### config.mk
export PLATFORM = sky130hd
export DESIGN_NAME = otsu_ctrl
export DESIGN_NICKNAME = d
export VERILOG_FILES = /design/src/hw/rtl/otsu_pkg.sv /design/src/hw/rtl/otsu_ctrl.sv
export SDC_FILE = /design/constraint.sdc
export NUM_CORES = 1
export LEC_CHECK = 0
export ABC_AREA = 0
export BUFFER_PORTS_ARGS = -buffer_cell sky130_fd_sc_hd__buf_2
export CORE_MARGIN = 5
export CORE_UTILIZATION = 50
export CTS_BUF_LIST = sky130_fd_sc_hd__clkbuf_4
export CTS_CLUSTER_DIAMETER = 30
export CTS_CLUSTER_SIZE = 24
export DETAILED_ROUTE_END_ITERATION = 16
export GPL_TIMING_DRIVEN = 0
export PLACE_DENSITY_LB_ADDON = 0.2
export SLEW_MARGIN = 20
export SYNTH_ARGS = -nofsm -noshare
export SYNTH_HDL_FRONTEND = slang
export SYNTH_SLANG_ARGS = --single-unit
export TNS_END_PERCENT = 10
### constraint.sdc
create_clock -name clock -period 2 [get_ports clock]
set_input_delay 0.3 -clock clock [delete_from_list [all_inputs] [get_ports clock]]
set_output_delay 0.3 -clock clock [all_outputs]
set_load 0.005 [all_outputs]
### src/hw/rtl/otsu_pkg.sv
package otsu_pkg;

   localparam int MAX_PIXELS = 65536;
   localparam int LEVELS     = 256;

   localparam int PIX_W = 8;
   localparam int CNT_W = $clog2(MAX_PIXELS + 1);  // bin count / pixel count
   localparam int SUM_W = CNT_W + PIX_W;            // sum of gray levels
   localparam int A_W   = SUM_W + CNT_W;            // s1*N, S*n1 and their difference
   localparam int SQ_W  = 2 * A_W;                  // squared difference
   localparam int PP_W  = 2 * CNT_W;                // n1*n2
   localparam int MC_W  = SQ_W;                     // multiplicand width
   localparam int MP_W  = (A_W > PP_W) ? A_W : PP_W; // multiplier width
   localparam int PW    = MC_W + MP_W;              // full product width

   // multiply steps for one split
   typedef enum logic [2:0] {
      OP_A  = 3'd0,   // s1 * N
      OP_B  = 3'd1,   // S * n1
      OP_SQ = 3'd2,   // d * d
      OP_P  = 3'd3,   // n1 * n2
      OP_L  = 3'd4,   // sq * best_product
      OP_R  = 3'd5    // best_square * p
   } op_type;

   typedef struct packed {
      logic   bin_take;    // pixel word accepted
      logic   init;        // start of search
      logic   rd_search;   // histogram read at split index
      logic   accum;       // add bin into class 1
      logic   mul_start;
      logic   mul_latch;   // product ready, store by op
      op_type op;
      logic   step;        // next split
      logic   load_rsp;
      logic   clear;       // end of image
   } dp_cmd_type;

   typedef struct packed {
      logic no_split;
      logic last_split;
      logic mul_done;
      logic mul_busy;
   } dp_stat_type;

endpackage

### src/hw/rtl/otsu_ctrl.sv
module otsu_ctrl (
   input  logic                  clock,
   input  logic                  reset,
   input  logic                  req_valid,
   output logic                  req_ready,
   input  logic                  req_last,
   output logic                  rsp_valid,
   input  logic                  rsp_ready,
   output otsu_pkg::dp_cmd_type  cmd,
   input  otsu_pkg::dp_stat_type stat
);
   import otsu_pkg::*;

   typedef enum logic [7:0] {
      ST_BIN    = 8'b0000_0001,
      ST_DRAIN  = 8'b0000_0010,
      ST_READ   = 8'b0000_0100,
      ST_ACCUM  = 8'b0000_1000,
      ST_MSTART = 8'b0001_0000,
      ST_MWAIT  = 8'b0010_0000,
      ST_NEXT   = 8'b0100_0000,
      ST_DONE   = 8'b1000_0000
   } state_type;

   state_type state_ff, state_in;
   op_type    op_ff, op_in;
   logic      rsp_valid_ff, rsp_valid_in;
   logic      out_free, take;

   assign out_free  = !rsp_valid_ff || rsp_ready;
   assign req_ready = state_ff == ST_BIN;
   assign take      = req_valid && req_ready;

   always_comb begin
      state_in     = state_ff;
      op_in        = op_ff;
      rsp_valid_in = rsp_valid_ff && !rsp_ready;
      cmd          = '0;
      cmd.op       = op_ff;
      unique case (state_ff)
         ST_BIN: begin
            cmd.bin_take = take;
            if (take && req_last) state_in = ST_DRAIN;
         end
         ST_DRAIN: begin
            cmd.init = 1'b1;
            state_in = stat.no_split ? ST_DONE : ST_READ;
         end
         ST_READ: begin
            cmd.rd_search = 1'b1;
            state_in      = ST_ACCUM;
         end
         ST_ACCUM: begin
            cmd.accum = 1'b1;
            op_in     = OP_A;
            state_in  = ST_MSTART;
         end
         ST_MSTART: begin
            cmd.mul_start = 1'b1;
            state_in      = ST_MWAIT;
         end
         ST_MWAIT: begin
            if (stat.mul_done) begin
               cmd.mul_latch = 1'b1;
               state_in      = ST_MSTART;
               unique case (op_ff)
                  OP_A:  op_in = OP_B;
                  OP_B:  op_in = OP_SQ;
                  OP_SQ: op_in = OP_P;
                  OP_P:  op_in = OP_L;
                  OP_L:  op_in = OP_R;
                  OP_R:  state_in = ST_NEXT;
                  default: state_in = ST_NEXT;
               endcase
            end
         end
         ST_NEXT: begin
            if (stat.last_split) begin
               state_in = ST_DONE;
            end else begin
               cmd.step = 1'b1;
               state_in = ST_READ;
            end
         end
         ST_DONE: begin
            if (out_free) begin
               cmd.load_rsp = 1'b1;
               cmd.clear    = 1'b1;
               rsp_valid_in = 1'b1;
               state_in     = ST_BIN;
            end
         end
         default: state_in = ST_BIN;
      endcase
   end

   always_ff @(posedge clock) begin
      if (reset) begin
         state_ff     <= ST_BIN;
         op_ff        <= OP_A;
         rsp_valid_ff <= 1'b0;
      end else begin
         state_ff     <= state_in;
         op_ff        <= op_in;
         rsp_valid_ff <= rsp_valid_in;
      end
   end

   assign rsp_valid = rsp_valid_ff;

   a_start_idle: assert property (@(posedge clock) disable iff (reset)
      cmd.mul_start |-> !stat.mul_busy)
      else $error("multiplier started while busy");

   a_load_free: assert property (@(posedge clock) disable iff (reset)
      cmd.load_rsp |-> (!rsp_valid_ff || rsp_ready))
      else $error("result overwritten before taken");

   a_last_stops: assert property (@(posedge clock) disable iff (reset)
      (req_valid && req_ready && req_last) |=> !req_ready)
      else $error("pixel taken after last of image");

   a_wait_busy: assert property (@(posedge clock) disable iff (reset)
      (state_ff == ST_MSTART) |=> (stat.mul_busy || stat.mul_done))
      else $error("multiplier did not start");

endmodule

== After elaboration in Yosys (flattened, before gate mapping) ==
Cells that the tools add are included.

* Register bits: 12
* Input bits: 9
* Logic and storage cells: 53

* Equality and inequality tests: 16
* Muxes and demuxes: 23
* Reduce and logical (&&, ||, !) cells: 11

{| class="wikitable"
|+ Operators with widths
! kind !! count
|-
| $pmux W8 S8 || 1
|-
| $mux W8 || 5
|-
| $pmux W3 S5 || 1
|-
| $mux W1 || 11
|-
| $eq A8 B1 Y1 const B || 1
|-
| $eq A8 B2 Y1 const B || 1
|-
| $eq A8 B3 Y1 const B || 1
|-
| $eq A8 B4 Y1 const B || 1
|-
| $eq A8 B5 Y1 const B || 1
|-
| $eq A8 B6 Y1 const B || 1
|-
| $eq A8 B7 Y1 const B || 1
|-
| $eq A8 B8 Y1 const B || 1
|-
| $mux W7 || 1
|-
| $eq A3 B2 Y1 const B || 2
|-
| $ne A6 B6 Y1 const B || 1
|-
| $pmux W3 S2 || 1
|-
| $reduce_and A3 Y1 || 2
|-
| $reduce_or A5 Y1 || 1
|-
| $mux W2 || 2
|-
| $ne A2 B2 Y1 const B || 2
|-
| $eq A3 B1 Y1 const B || 1
|-
| $eq A3 B3 Y1 const B || 1
|-
| $logic_and A1 B1 Y1 || 3
|-
| $logic_not A3 Y1 || 1
|-
| other kinds (5) || 6
|}

== Logic depth before layout (Yosys ltp) ==
* Word-level depth: 5
* Depth in mapped cells: 6
* Depth with buffers taken out: 5

== Worst setup path after synthesis ==
OpenSTA, ideal clock, no wires.

* Path type: register -> output
* Start: register state_ff[0]
* End: output cmd[1] in the netlist's numbering
* Arrival: 1.168 ns
* Required time: 1.700 ns
* Path slack: 0.532 ns
* Cell stages (with the launch flop): 5
* Buffers on the path: 1
* Cell sequence: dfxtp_1 > nor4_4 > nand4b_2 > and2b_2 > buf_4

{| class="wikitable"
|+ RTL lines
! item !! RTL line !! source
|-
| start, declared || otsu_ctrl.sv:25 || <nowiki>state_type state_ff, state_in;</nowiki>
|-
| start signal, assigned || otsu_ctrl.sv:103 || <nowiki>state_ff <= state_in;</nowiki>
|-
| end, declared || otsu_ctrl.sv:9 || <nowiki>output otsu_pkg::dp_cmd_type cmd,</nowiki>
|}

==> flow_summary.toml <==
[power_and_ir_drop]
p_comb_share_pct = 19.6
peakVddDrop_uv = 340.0
sw_frac_of_total_pct = 28.20
powerDensity_nw_per_um2 = 638.9
switching_power_w = 0.0001472
pwr-share-clk_pct = 29.2
pwr-share-seq_pct = 51.3
power.total_w = 0.0005220
p_leak_nw = 0.3963
p_int_w = 0.0003748

[logic_synthesis]
synth-compound-area-share_pct = 13.21
synth_nets = 85
synth_area_um2 = 663.1
syn-instance-count = 76
yosysSeqAreaShare_pct = 36.23
synthAdderAreaFrac_pct = 0
synthSimpleGateAreaFrac_pct = 43.77
synthMuxAreaShare_pct = 1.509
synth_top_family_by_area = "simple AND/OR/NAND/NOR gates"
synth_seq_cells = 12
synth-xor-area-share_pct = 0
syn_avg_cell_area_um2 = 8.725
synth.distinct_cells = 29
yosys_warnings = 0

[global_route]
grt_pass1_wl_um = 2601
antenna_found_initial = 0
grt_max_degree = 11
gr-total-overflow = 0
grt_pass1_vias = 647
grt_use_total_pct = 16.76

[worst_hold_path]
holdPathStages = 4
hold_class = "primary input to register"

[cts]
htreeDepth = 1
clockRootBuffer = "clkbuf_4"
clockBufferDepth = 2
clkTransAtPathRegs_ps = 80
cts_hold_buf = 0
clock_sinks = 12
cts_setup_buffers = 0
cts_buffers = 3
cts_tree = "done"
insertion_delay_ps = 270
cts_resized = 0

[timing]
rsz0062_at_grt = "true"
fin_setup_tns_ps = 0
min_period_over_period_pct = 97.91
setup_viol = 0
max_freq_ghz = 0.5107
worstMarginPinSlew_ps = 380.4
relSlewSlack_pct = 74.45
hold_ws_ps = 308.2
finalClockSkew_ps = 12.47
final_hold_viol_count = 0
post-route-min-period_ps = 1958
slew_violations = 0

[run_status]
run_status = "completed"

[placed_design]
gp_congestion = 0.7254
io_buffers = 20
placed_cell_area_um2 = 782.0
dp_hpwl_um = 1191

[route]
drt-pass1-iter-count = 2
via_per_inst = 5.661
ant_nets = 0
vias = 651
drt-total-wl_um = 1562
drtIter0Drc = 8
wl_per_cell_um = 13.58
route.detailed.drc = 0

[layout]
layout.nets = 110
mostFrequentLayoutCell = "buf_2"
final_cell_mix = "20 x buf_2, 12 x dfxtp_1, 9 x nor2_1, 6 x nand2_1"
n_antenna_cell = 0
syn2layout_area_growth_pct = 23.21
final_area_um2 = 817.0
drive_gt1_share_pct = 37.00

[die]
die-area_um2 = 2155
pin_count = 23
core_area_um2 = 1285
start_util_pct = 51.61
fp-row-count = 13
die_h_um = 46.42
die_w_um = 46.42

[setup_path]
crit_type = "register to output port"
start_kind = "register"
end_kind = "output port"
rr_worst_depth = 5
crit_required_ps = 1700
path_max_fanout = 6
crit_arrival_ps = 1660

[job]
maxCapViolations = 0
==> final timing paths <==
kind | startpoint | to | slack (ps)
worst max register to register | state_ff[3] | state_ff[1] | 380
worst min register to register | op_ff[2] | op_ff[2] | 550
worst min-delay path | stat[3] | state_ff[2] | 310
worst max-delay path | state_ff[3] | cmd[1] | 40
==> routing by layer <==
metal / GRT usage, % / up-vias / share of wire, %
li1: - / 322 / -
met1: 19.39 / 310 / 46
met2: 29.40 / 17 / 48
met3: 3.516 / 2 / 5.6
met4: 6.818 / 0 / 0.83
met5: 0 / - / 0
==> area by class of cell <==
| cell class | count | area (um^2) |
|---|---|---|
| buffer | 3 | 20.02 |
| fill | 113 | 467.9 |
| timing repair buffer | 20 | 100.1 |
| sequential | 12 | 240.2 |
| clock inverter | 1 | 3.754 |
| clock buffer | 3 | 22.52 |
| tap | 15 | 18.77 |
| inverter | 4 | 15.01 |
| multi-input combinational | 57 | 396.6 |
==> power groups by stage <==
| stage | Combinational, W | Clock [W] | Sequential [W] |
|---|---|---|---|
| floorplan | 0.0000725 | 0 | 0.000270 |
| global route | 0.000114 | 0.000169 | 0.000269 |
| detailed placement | 0.000106 | 0 | 0.000273 |
| CTS | 0.000107 | 0.000157 | 0.000267 |
| finish | 0.000102 | 0.000152 | 0.000268 |
| global placement | 0.000104 | 0 | 0.000271 |
==> per-stage QoR <==
stage	setup WS, ps	utilization, %	std cells
final	41.83	63.58	115
after global routing	-47.08	63.58	115
after CTS	19.27	62.90	115
after detailed placement	334.6	60.86	111
after global placement	347.9	60.86	111
after floorplan	532.2	-	76
==> critical path, stage by stage, from the launching register on <==
cell      delay (ps)
dfxtp_1          360
nor4_4           430
nand4b_2         170
and2b_2          240
buf_4             90
buf_2             90
==> state kept, by name, indices dropped and copies added, names as in the netlist <==
register and count:
state_ff 8, op_ff 3, rsp_valid 1
==> cells in the mapped netlist <==
master	count	area share, %
a21oi_1	5	3.8
a31oi_1	2	1.9
a32oi_1	1	1.3
and2_1	1	0.94
and2b_2	1	1.3
and3_1	1	0.94
and3_2	2	2.3
and4b_2	1	1.7
buf_4	2	2.3
clkbuf_2	1	0.75
dfxtp_1	12	36
inv_1	4	2.3
mux2i_1	1	1.5
nand2_1	6	3.4
nand2b_1	3	2.8
nand4_1	1	0.94
nand4b_1	5	6.6
nand4b_2	1	2.3
nor2_1	10	5.7
nor2b_1	1	0.94
nor3_1	3	2.3
nor4_4	2	6.4
nor4b_1	2	2.6
o211ai_1	1	1.1
o21a_1	2	2.3
o21ai_0	2	1.5
o41ai_1	1	1.3
or2_4	1	1.3
or2b_2	1	1.3
==> cell families (layout without fill, tap and decap cells) <==
group / count (synthesis) / count (layout)
simple gates: 42 / 42
mux: 1 / 1
compound gates: 14 / 14
flops: 12 / 12
buf+inv: 7 / 31
Power figures use the tool's default switching activity.
